File: config.mk
export PLATFORM = sky130hd
export DESIGN_NAME = biquad_iir_q14_saturating_flat
export DESIGN_NICKNAME = d
export VERILOG_FILES = /design/src/rtl/biquad_pkg.sv /design/src/rtl/biquad_in_if.sv /design/src/rtl/biquad_out_if.sv /design/src/rtl/biquad_dp.sv /design/src/rtl/biquad_iir_q14_saturating.sv /design/src/flat_wrapper.sv
export SDC_FILE = /design/constraint.sdc
export NUM_CORES = 2
export LEC_CHECK = 0
export ABC_AREA = 0
export BUFFER_PORTS_ARGS = -buffer_cell sky130_fd_sc_hd__buf_4
export CORE_MARGIN = 2
export CORE_UTILIZATION = 40
export CTS_BUF_LIST = sky130_fd_sc_hd__clkbuf_4 sky130_fd_sc_hd__clkbuf_8
export DETAILED_ROUTE_END_ITERATION = 10
export SETUP_SLACK_MARGIN = 0.05
export SYNTH_ARGS = -nofsm -noshare
export SYNTH_HDL_FRONTEND = slang
export SYNTH_SLANG_ARGS = --single-unit
File: constraint.sdc
create_clock -name clk -period 26.9 [get_ports clk]
set_input_delay 4.035 -clock clk [delete_from_list [all_inputs] [get_ports clk]]
set_output_delay 4.035 -clock clk [all_outputs]
set_load 0.02 [all_outputs]
File: src/rtl/biquad_pkg.sv
// biquad_pkg: types, constants and saturating fixed-point helpers for the biquad filter.
// No dependencies. Used by the interfaces, the datapath and the top level.
package biquad_pkg;

  localparam int SAMPLE_W = 16;
  localparam int WIDE_W   = 32;
  localparam int COEF_W   = 16;
  localparam int CFG_IDX_W = 3;

  // extra left shift that turns a Q15 fractional product into a Q14-coefficient product
  localparam int COEF_SHIFT = 15 - 14;

  localparam logic signed [WIDE_W-1:0] WIDE_MAX = 32'sh7FFF_FFFF;
  localparam logic signed [WIDE_W-1:0] WIDE_MIN = 32'sh8000_0000;
  localparam logic signed [WIDE_W-1:0] ROUND_HALF = 32'sh0000_8000;

  localparam logic signed [COEF_W-1:0] B0_RESET = 16'sd16384;
  localparam logic signed [COEF_W-1:0] B1_RESET = 16'sd0;
  localparam logic signed [COEF_W-1:0] B2_RESET = 16'sd0;
  localparam logic signed [COEF_W-1:0] A1_RESET = 16'sd0;
  localparam logic signed [COEF_W-1:0] A2_RESET = 16'sd0;

  typedef enum logic [CFG_IDX_W-1:0] {
    CFG_B0 = 3'd0,
    CFG_B1 = 3'd1,
    CFG_B2 = 3'd2,
    CFG_A1 = 3'd3,
    CFG_A2 = 3'd4
  } cfg_idx_t;

  typedef struct packed {
    logic signed [COEF_W-1:0] b0;
    logic signed [COEF_W-1:0] b1;
    logic signed [COEF_W-1:0] b2;
    logic signed [COEF_W-1:0] a1;
    logic signed [COEF_W-1:0] a2;
  } coef_set_t;

  // double with saturation to 32 bits
  function automatic logic signed [WIDE_W-1:0] sat_dbl(input logic signed [WIDE_W-1:0] v);
    logic signed [WIDE_W-1:0] r;
    if (v[WIDE_W-1] != v[WIDE_W-2]) begin
      r = v[WIDE_W-1] ? WIDE_MIN : WIDE_MAX;
    end else begin
      r = {v[WIDE_W-2:0], 1'b0};
    end
    return r;
  endfunction

  // 32-bit add with saturation
  function automatic logic signed [WIDE_W-1:0] sat_add(input logic signed [WIDE_W-1:0] a,
                                                      input logic signed [WIDE_W-1:0] b);
    logic signed [WIDE_W:0] s;
    logic signed [WIDE_W-1:0] r;
    s = {a[WIDE_W-1], a} + {b[WIDE_W-1], b};
    if (s[WIDE_W] != s[WIDE_W-1]) begin
      r = s[WIDE_W] ? WIDE_MIN : WIDE_MAX;
    end else begin
      r = s[WIDE_W-1:0];
    end
    return r;
  endfunction

  // Q31 to Q15 with round-half-up and saturation
  function automatic logic signed [SAMPLE_W-1:0] round_q15(input logic signed [WIDE_W-1:0] v);
    logic signed [WIDE_W-1:0] r;
    r = sat_add(v, ROUND_HALF);
    return r[WIDE_W-1:WIDE_W-SAMPLE_W];
  endfunction

  // saturating fractional multiply, then the coefficient format shift
  function automatic logic signed [WIDE_W-1:0] frac_term(input logic signed [SAMPLE_W-1:0] a,
                                                        input logic signed [COEF_W-1:0] b);
    logic signed [WIDE_W-1:0] p;
    p = WIDE_W'(a) * WIDE_W'(b);
    p = sat_dbl(p);
    for (int i = 0; i < COEF_SHIFT; i++) begin
      p = sat_dbl(p);
    end
    return p;
  endfunction

endpackage

File: src/rtl/biquad_in_if.sv
// biquad_in_if: valid/ready channel carrying one Q15 input sample.
// Depends on biquad_pkg for the sample width.
interface biquad_in_if
  import biquad_pkg::*;
  ();
  logic                       valid;
  logic                       ready;
  logic signed [SAMPLE_W-1:0] sample_in;

  modport source (output valid, output sample_in, input ready);
  modport sink   (input valid, input sample_in, output ready);
endinterface

File: src/rtl/biquad_out_if.sv
// biquad_out_if: valid/ready channel carrying one filter result (Q31 and rounded Q15).
// Depends on biquad_pkg for the field widths.
interface biquad_out_if
  import biquad_pkg::*;
  ();
  logic                       valid;
  logic                       ready;
  logic signed [WIDE_W-1:0]   sample_out_wide;
  logic signed [SAMPLE_W-1:0] sample_out_round;

  modport source (output valid, output sample_out_wide, output sample_out_round, input ready);
  modport sink   (input valid, input sample_out_wide, input sample_out_round, output ready);
endinterface

File: src/rtl/biquad_dp.sv
// biquad_dp: combinational direct form I datapath, five saturating terms and the add chain.
// Depends on biquad_pkg for the coefficient set and the saturating helpers.
module biquad_dp
  import biquad_pkg::*;
(
  input  coef_set_t                  coefs,
  input  logic signed [SAMPLE_W-1:0] x,
  input  logic signed [SAMPLE_W-1:0] x1,
  input  logic signed [SAMPLE_W-1:0] x2,
  input  logic signed [WIDE_W-1:0]   y1,
  input  logic signed [WIDE_W-1:0]   y2,
  output logic signed [WIDE_W-1:0]   acc,
  output logic signed [SAMPLE_W-1:0] acc_round
);

  logic signed [WIDE_W-1:0] t_a2, t_a1, t_b2, t_b1, t_b0;
  logic signed [WIDE_W-1:0] s1, s2, s3;

  // fed-back outputs go through Q15 first
  assign t_a2 = frac_term(round_q15(y2), coefs.a2);
  assign t_a1 = frac_term(round_q15(y1), coefs.a1);
  assign t_b2 = frac_term(x2, coefs.b2);
  assign t_b1 = frac_term(x1, coefs.b1);
  assign t_b0 = frac_term(x, coefs.b0);

  // fixed summation order, saturating at every step
  assign s1  = sat_add(t_a2, t_a1);
  assign s2  = sat_add(s1, t_b2);
  assign s3  = sat_add(s2, t_b1);
  assign acc = sat_add(s3, t_b0);

  assign acc_round = round_q15(acc);

endmodule

File: src/rtl/biquad_iir_q14_saturating.sv
// biquad_iir_q14_saturating: top level of the Q14-coefficient direct form I biquad.
// Depends on biquad_pkg, biquad_in_if, biquad_out_if and biquad_dp.
//
// Second-order IIR section, direct form I. Each request on in_ch carries one Q15 sample;
// each request on out_ch carries the saturated Q31 output and its Q15 rounded copy, one
// result per sample, in order. Throughput is one sample per clock while out_ch keeps ready
// high: a sample is held in the input register, then the datapath (five 16x16 multiplies
// and a chain of four saturating 32-bit adds) writes the result register and the history
// in the same edge, once the result register is free, and the result register offers it on
// out_ch. With out_ch stalled the block holds two samples and then drops in_ch.ready. The
// loop through prev_out_1, the Q15 rounding, a multiply and the add chain is the critical
// path. Coefficients are written through cfg_we/cfg_idx/cfg_wdata; the user must write
// them only while the filter is idle, the block itself does not enforce this. Indexes
// past coef_a2 are ignored. Reset clears the history and loads b0 = 1.0 (16384 in Q14),
// all other coefficients zero, i.e. a pass-through at unity gain.
module biquad_iir_q14_saturating
  import biquad_pkg::*;
(
  input  logic                 clk,
  input  logic                 rst_n,
  biquad_in_if.sink            in_ch,
  biquad_out_if.source         out_ch,
  input  logic                 cfg_we,
  input  logic [CFG_IDX_W-1:0] cfg_idx,
  input  logic [COEF_W-1:0]    cfg_wdata
);

  // coefficient registers
  coef_set_t coefs_r, coefs_nxt;

  // input stage
  logic                       in_v_r;
  logic signed [SAMPLE_W-1:0] in_x_r;

  // filter history
  logic signed [SAMPLE_W-1:0] prev_in_1_r, prev_in_2_r;
  logic signed [WIDE_W-1:0]   prev_out_1_r, prev_out_2_r;

  // result stage
  logic                       out_v_r;
  logic signed [WIDE_W-1:0]   out_wide_r;
  logic signed [SAMPLE_W-1:0] out_round_r;

  logic                       in_take;
  logic                       out_free;
  logic                       compute;
  logic signed [WIDE_W-1:0]   acc;
  logic signed [SAMPLE_W-1:0] acc_round;

  // result register frees when empty or being drained this cycle
  assign out_free = !out_v_r || out_ch.ready;
  // input stage moves into the result stage
  assign compute  = in_v_r && out_free;
  // input stage can take a sample when empty or moving on
  assign in_ch.ready = !in_v_r || out_free;
  assign in_take     = in_ch.valid && in_ch.ready;

  assign out_ch.valid            = out_v_r;
  assign out_ch.sample_out_wide  = out_wide_r;
  assign out_ch.sample_out_round = out_round_r;

  // coefficient write decode
  always_comb begin
    coefs_nxt = coefs_r;
    if (cfg_we) begin
      unique case (cfg_idx)
        CFG_B0:  coefs_nxt.b0 = cfg_wdata;
        CFG_B1:  coefs_nxt.b1 = cfg_wdata;
        CFG_B2:  coefs_nxt.b2 = cfg_wdata;
        CFG_A1:  coefs_nxt.a1 = cfg_wdata;
        CFG_A2:  coefs_nxt.a2 = cfg_wdata;
        default: ;  // no register at this index
      endcase
    end
  end

  always_ff @(posedge clk) begin
    if (!rst_n) begin
      coefs_r.b0 <= B0_RESET;
      coefs_r.b1 <= B1_RESET;
      coefs_r.b2 <= B2_RESET;
      coefs_r.a1 <= A1_RESET;
      coefs_r.a2 <= A2_RESET;
    end else begin
      coefs_r <= coefs_nxt;
    end
  end

  biquad_dp u_dp (
    .coefs     (coefs_r),
    .x         (in_x_r),
    .x1        (prev_in_1_r),
    .x2        (prev_in_2_r),
    .y1        (prev_out_1_r),
    .y2        (prev_out_2_r),
    .acc       (acc),
    .acc_round (acc_round)
  );

  // handshake state and filter history
  always_ff @(posedge clk) begin
    if (!rst_n) begin
      in_v_r       <= 1'b0;
      out_v_r      <= 1'b0;
      prev_in_1_r  <= '0;
      prev_in_2_r  <= '0;
      prev_out_1_r <= '0;
      prev_out_2_r <= '0;
    end else begin
      if (in_ch.ready) begin
        in_v_r <= in_ch.valid;
      end
      if (out_free) begin
        out_v_r <= in_v_r;
      end
      // history advances exactly once per computed sample
      if (compute) begin
        prev_in_2_r  <= prev_in_1_r;
        prev_in_1_r  <= in_x_r;
        prev_out_2_r <= prev_out_1_r;
        prev_out_1_r <= acc;
      end
    end
  end

  // payload registers, no reset
  always_ff @(posedge clk) begin
    if (in_take) begin
      in_x_r <= in_ch.sample_in;
    end
    if (compute) begin
      out_wide_r  <= acc;
      out_round_r <= acc_round;
    end
  end

endmodule

File: src/flat_wrapper.sv
// flat-port wrapper written by rule: the top's interface ports become plain ports
module biquad_iir_q14_saturating_flat import biquad_pkg::*;
  (clk, rst_n, cfg_we, cfg_idx, cfg_wdata, in_ch_valid, in_ch_sample_in, in_ch_ready, out_ch_valid, out_ch_sample_out_wide, out_ch_sample_out_round, out_ch_ready);
  biquad_in_if in_ch_i ();
  biquad_out_if out_ch_i ();
  input  logic clk;
  input  logic rst_n;
  input  logic cfg_we;
  input  logic [CFG_IDX_W-1:0] cfg_idx;
  input  logic [COEF_W-1:0] cfg_wdata;
  input wire logic [$bits(in_ch_i.valid)-1:0] in_ch_valid;
  input wire logic [$bits(in_ch_i.sample_in)-1:0] in_ch_sample_in;
  output wire logic [$bits(in_ch_i.ready)-1:0] in_ch_ready;
  output wire logic [$bits(out_ch_i.valid)-1:0] out_ch_valid;
  output wire logic [$bits(out_ch_i.sample_out_wide)-1:0] out_ch_sample_out_wide;
  output wire logic [$bits(out_ch_i.sample_out_round)-1:0] out_ch_sample_out_round;
  input wire logic [$bits(out_ch_i.ready)-1:0] out_ch_ready;
  assign in_ch_i.valid = in_ch_valid;
  assign in_ch_i.sample_in = in_ch_sample_in;
  assign in_ch_ready = in_ch_i.ready;
  assign out_ch_valid = out_ch_i.valid;
  assign out_ch_sample_out_wide = out_ch_i.sample_out_wide;
  assign out_ch_sample_out_round = out_ch_i.sample_out_round;
  assign out_ch_i.ready = out_ch_ready;
  biquad_iir_q14_saturating u_core (.clk(clk), .rst_n(rst_n), .in_ch(in_ch_i), .out_ch(out_ch_i), .cfg_we(cfg_we), .cfg_idx(cfg_idx), .cfg_wdata(cfg_wdata));
endmodule
; After elaboration in Yosys (flattened, before gate mapping)
; Cells that the tools add are included.
[totals]
input_bits = 40
reg_bits = 242
elab_cells = 93
[classes]
reduce_logical = 12
addsub = 7
muxes = 34
n_eq_ne = 21
n_mul = 5
[ops]
columns = cell, n
row1 = $mux 32, 34
row2 = $mul 16x16->32, 5
row3 = $add 32x32->33, 4
row4 = $add 32x17->33 const B, 3
row5 = $ne 1x1->1, 17
row6 = $reduce_and 2->1, 5
row7 = $eq 3x2->1 const B, 2
row8 = $eq 3x1->1 const B, 1
row9 = $eq 3x3->1 const B, 1
row10 = $logic_not 3->1, 1
row11 = $logic_and 1x1->1, 2
row12 = $logic_not 1->1, 2
row13 = $logic_or 1x1->1, 2

; Longest topological paths before layout
[logic_depth]
ltp_word = 23
depth_mapped = 119
mapped_depth_nobuf = 107

; Cells and area by module
; Synthesis repeated with hierarchy kept, for this count alone.
[hier_totals]
hier_cells = 7677
area_unflattened_um2 = 67168.2
[modules_own_cells]
columns = mod, n_inst, area_each_um2, cells_per_inst
row1 = biquad_dp, 1, 58900.2, 6952
row2 = biquad_iir_q14_saturating, 1, 8267.9, 725

; Worst setup path after synthesis
; No wires, ideal clock.
[synth_path]
path_type = register -> register
startpoint = reg u_core.prev_out_1_r[17]
endpoint = reg u_core.out_round_r[11] (netlist: u_core.out_ch.sample_out_round[11]), data pin
t_arrival_ps = 24241
slack_ps = 2396
n_path_buf = 12
path_stages_with_launch = 108
synth_period_minus_slack_ps = 24504
path_cell_list = dfxtp_1 > and3_1 > and3_1 > nand4_1 > nor2_1 > nor4bb_1 > clkbuf_1 > a21oi_1 > clkbuf_1 > and2_1 > fa_1 > inv_1 > fa_1 > fa_1 > fa_1 > inv_1 > fa_1 > inv_1 > [... 72 more ...] > o211a_4 > o31ai_4 > a41oi_1 > o21bai_1 > a21oi_1 > xnor2_1 > ha_1 > clkbuf_1 > buf_1 > nand2b_1 > clkbuf_1 > o21ai_0 > ha_1 > o21ai_1 > o21bai_1 > a2bb2oi_2 > buf_4 > o21ai_1
[synth_via]
elab_chain_cells = 23
word_cells_on_any_way = 31
classes_between = add/sub: 6 / mul: 1 / eq/ne: 8 / mux: 16
[synth_rtl]
columns = item, line_no
row1 = start: declaration, biquad_iir_q14_saturating.sv:37  ; logic signed [WIDE_W-1:0] prev_out_1_r, prev_out_2_r;
row2 = start signal: assignment, biquad_iir_q14_saturating.sv:107  ; prev_out_1_r <= '0;
row3 = start signal: assignment, biquad_iir_q14_saturating.sv:121  ; prev_out_1_r <= acc;
row4 = $add 32x17->33 *, biquad_pkg.sv:55  ; s = {a[WIDE_W-1], a} + {b[WIDE_W-1], b};
row5 = $mux 32 / $ne 1x1->1 (equally long branches), "biquad_pkg.sv:57, biquad_pkg.sv:56"
row6 = $mux 32 *, biquad_pkg.sv:56  ; if (s[WIDE_W] != s[WIDE_W-1]) begin
row7 = $mul 16x16->32 *, biquad_pkg.sv:75  ; p = WIDE_W'(a) * WIDE_W'(b);
row8 = $mux 32 / $ne 1x1->1 (equally long branches), "biquad_pkg.sv:43, biquad_pkg.sv:42"
row9 = $mux 32 *, biquad_pkg.sv:42  ; if (v[WIDE_W-1] != v[WIDE_W-2]) begin
row10 = $mux 32 / $ne 1x1->1 (equally long branches), "biquad_pkg.sv:43, biquad_pkg.sv:42"
row11 = $mux 32 *, biquad_pkg.sv:42
row12 = [... 9 more ...], --
row13 = $add 32x32->33 *, biquad_pkg.sv:55
row14 = $mux 32 / $ne 1x1->1 (equally long branches), "biquad_pkg.sv:57, biquad_pkg.sv:56"
row15 = $mux 32 *, biquad_pkg.sv:56
row16 = named net u_core.acc[15], biquad_iir_q14_saturating.sv:47  ; logic signed [WIDE_W-1:0] acc;
row17 = $add 32x17->33 *, biquad_pkg.sv:55
row18 = $mux 32 / $ne 1x1->1 (equally long branches), "biquad_pkg.sv:57, biquad_pkg.sv:56"
row19 = $mux 32 *, biquad_pkg.sv:56
row20 = named net u_core.acc_round[11], biquad_iir_q14_saturating.sv:48  ; logic signed [SAMPLE_W-1:0] acc_round;
row21 = end signal: assignment, biquad_iir_q14_saturating.sv:133  ; out_round_r <= acc_round;
row22 = end: declaration, biquad_iir_q14_saturating.sv:42  ; logic signed [SAMPLE_W-1:0] out_round_r;
; Mark *: on every way through the listed nets, which the timed path passes. The rest lies on a longest branch.
; A chain may end at the register's enable or synchronous reset.

; Final worst setup path
[layout_path]
startpoint = reg u_core.prev_out_2_r[17]
endpoint = reg u_core.out_round_r[13] (netlist: u_core.out_ch.sample_out_round[13]), data pin
[layout_via]
elab_chain_cells = 23
word_cells_on_any_way = 31
classes_between = add/sub: 6 / mul: 1 / eq/ne: 8 / mux: 16
[layout_rtl]
columns = item, line_no
row1 = start: declaration, biquad_iir_q14_saturating.sv:37
row2 = start signal: assignment, biquad_iir_q14_saturating.sv:120  ; prev_out_2_r <= prev_out_1_r;
row3 = $add 32x17->33 *, biquad_pkg.sv:55
row4 = $mux 32 / $ne 1x1->1 (equally long branches), "biquad_pkg.sv:57, biquad_pkg.sv:56"
row5 = $mux 32 *, biquad_pkg.sv:56
row6 = $mul 16x16->32 *, biquad_pkg.sv:75
row7 = $mux 32 / $ne 1x1->1 (equally long branches), "biquad_pkg.sv:43, biquad_pkg.sv:42"
row8 = $mux 32 *, biquad_pkg.sv:42
row9 = $mux 32 / $ne 1x1->1 (equally long branches), "biquad_pkg.sv:43, biquad_pkg.sv:42"
row10 = $mux 32 *, biquad_pkg.sv:42
row11 = [... 8 more ...], --
row12 = $mux 32 *, biquad_pkg.sv:56
row13 = $add 32x32->33 *, biquad_pkg.sv:55
row14 = $mux 32 / $ne 1x1->1 (equally long branches), "biquad_pkg.sv:57, biquad_pkg.sv:56"
row15 = $mux 32 *, biquad_pkg.sv:56
row16 = $add 32x17->33 *, biquad_pkg.sv:55
row17 = $mux 32 / $ne 1x1->1 (equally long branches), "biquad_pkg.sv:57, biquad_pkg.sv:56"
row18 = $mux 32 *, biquad_pkg.sv:56
row19 = named net u_core.acc_round[13], biquad_iir_q14_saturating.sv:48
; Marks and branches as above.

==> flow_summary.toml <==
[synth]
avgSynthCellArea_um2 = 8.60
yosys.area.top_type = "fa_1"
syn_inst = 7691
synth_area_um2 = 66100
synthArstFlopShare_pct = 0
synth.distinct_cells = 91
synth-edff-count = 64
synth_nets = 9610
synth_area_leaders = "fa_1 40%, ha_1 11%, inv_1 8.5%"
synth_seq_cells = 212
ys_warn_count = 0
yosysSeqAreaShare_pct = 7.39
ys.flop_type = "dfxtp_1"
yosys.area.top_type_share_pct = 39.8

[finish]
fillCellCount = 16510
layout_commonest_cell = "inv_1"
mostFrequentLayoutCells = "1491 x inv_1, 1316 x fa_1, 1106 x nand2_1, 561 x ha_1, 545 x and2_1"
seq_area_um2 = 4880
fin_nets = 9530
multi_input_area_um2 = 54700
drive_gt1_share_pct = 5.01
instances_no_fill = 9841
syn2layout_area_growth_pct = 6.51

[drt]
drc_errors = 0
firstDrtPassIters = 6
post_drt_wl_per_cell_um = 19.8
final_antenna_net_count = 0
vias = 51576
drt-initial-drc-count = 3368
drt-total-wl_um = 195000
routed_via_density = 5.24

[worst_setup_path]
arrival_ps = 25790
reg2reg_slack_ps = 1470
critPathRequiredTime_ps = 27270
r2r_start = "u_core.prev_out_2_r[17]"
critical_path_class = "reg2reg"
crit_top_cell = "ha_1"
cp_slowest_stage_delay_ps = 540
crit_slowest_cell = "fa_1"
startpoint = "u_core.prev_out_2_r[17]"
worst-path-max-fanout = 36
end_kind = "flip-flop"
crit_path_start_kind = "flip-flop"
reg2regPathDepth = 107

[hold_path]
hp-class = "reg2reg"
hold_path.startpoint = "u_core.prev_in_2_r[10]"
min_path_cells = 2

[place]
dp.cells = 9739
hpwl_um = 159000
port_buffers = 89
gp_congestion = 0.947

[clocking]
cts_sinks = 212
insertion_delay_ps = 670
cts_root_buf = "clkbuf_8"
cts_tree = "done"
cts.clk_slew.worst_paths_ps = 70
cts_buffers = 42
cts_buffer_depth = 3
cts-htree-levels = 2

[global_route]
grt_pass1_wl_um = 308000
grt_usage_pct = 23.4
grt_max_degree = 84
grt_remaining_overflow = 0
antenna_found_initial = 7
first_global_vias = 54356

[floorplan]
start_util_pct = 40.2
io_pins = 90
design.core.area_um2 = 165000
die_w_um = 411
die_h_um = 411
dieArea_um2 = 169000
placementRows = 149

[sta]
hold_viol = 0
fin_setup_tns_ps = 0
finalCritPeriodShare_pct = 94.5
slew_headroom_pct = 31.2
tightest_slew_ps = 1030
drv_slew = 0
fin_hold_ws_ps = 457
rsz0062_at_grt = "no"
skew_ps = 60.4
finalCriticalPeriod_ps = 25430
setup_viol = 0
max_freq_mhz = 39.3

[run]
cap_violations = 0

[status]
status = "completed"
-- cells in the mapped netlist (all sizes together), types with 7 or more instances --
cell     number
nand3b        7
o31ai        18
a21oi       446
mux2i         8
nor3b         7
o21a         62
xor2        133
ha          563
edfxtp       64
inv        1493
buf          25
o21ai       279
a41oi         7
a2111oi       9
fa         1316
a211oi       21
or2          17
a31o         10
a31oi        29
nand2b      137
or3          28
o21bai       35
a21o        125
nand2      1107
dfxtp       148
a21boi       13
nor2        211
nand4        15
clkbuf      301
nor4         16
xnor2       181
o211ai       21
nor3         69
nand3        71
and2        545
o211a        10
nor2b        33
and3         32
-- registers in the layout, indices dropped and copies added (netlist names) --
register	count
u_core.in_v_r	1
u_core.prev_in_1_r	16
u_core.prev_out_1_r	17
u_core.prev_in_2_r	16
u_core.out_ch.sample_out_wide	32
u_core.in_x_r	16
u_core.coefs_r	80
u_core.out_ch.sample_out_round	16
u_core.prev_out_2_r	17
u_core.out_ch.valid	1
-- path summary, 6_finish.rpt --
kind	endpoint
max	u_core.out_ch.sample_out_round[13]
min	u_core.prev_in_2_r[10]
max reg2reg	u_core.out_ch.sample_out_round[13]
min reg2reg	u_core.prev_in_2_r[10]
-- layout make-up --
class | count | area share (%)
multi-input cells | 5662 | 77.7
inverters | 1494 | 7.98
flip-flops and latches | 212 | 6.94
well taps | 2189 | 3.89
repair buffers | 198 | 2.15
clock buffers | 58 | 1.03
clock inverters | 20 | 0.339
diodes | 7 | 0.0249
repair inverters | 1 | 0.00711
-- per-layer routing --
layer	track usage (%)	wire length, µm	vias to the layer above	part of all wire (%)
met5	0	0	-	0
met2	39.3	93500	1414	48
met4	9.08	8210	0	4.2
li1	-	-	23591	-
met1	30.9	82800	26254	43
met3	2.56	10300	317	5.3
-- cells by family (layout without fill, tap and decap cells) --
family / after synthesis / after routing / share of synthesized area [%]
AO/OA/AOI/OAI: 1136 / 1136 / 10.5
adder cells (fa/ha/maj): 1879 / 1879 / 50.5
AND/OR/NAND/NOR: 2316 / 2319 / 16.9
XOR/XNOR: 314 / 314 / 4.16
flip-flops: 212 / 212 / 7.39
multiplexers: 14 / 14 / 0.223
buffers and inverters: 1820 / 1771 / 10.4
other: 0 / 7 / 0
-- timing repair --
action / 4_1_cts / 5_1_grt
setup buffers: 0 / 13
pin swaps: 0 / 9
cloned: 0 / 4
hold endpoints to repair: 0 / 0
hold buffers: 0 / 0
gates resized for setup: 16 / 44
setup endpoints to repair: 16 / 64
-- through the flow --
step / setup WS, ps / instance area (µm²) / utilization (%)
detailed placement: -859 / 69000 / 41.9
floorplan: 2400 / 66100 / -
finish: 1470 / 70400 / 42.8
global placement: 80.0 / 69000 / 41.9
global route: 67.8 / 70400 / 42.8
CTS: 59.8 / 70100 / 42.6
-- critical path, delay by kind of cell, from the launching register on --
family | cells | cell delay [ps]
buffers and inverters | 13 | 1840
flip-flops | 1 | 420
adder cells (fa/ha/maj) | 17 | 6670
XOR/XNOR | 5 | 970
AND/OR/NAND/NOR | 23 | 4570
AO/OA/AOI/OAI | 49 | 10550
Power is not shown: default switching activity piles up to over one toggle a cycle in this logic, so the estimate is an artifact.
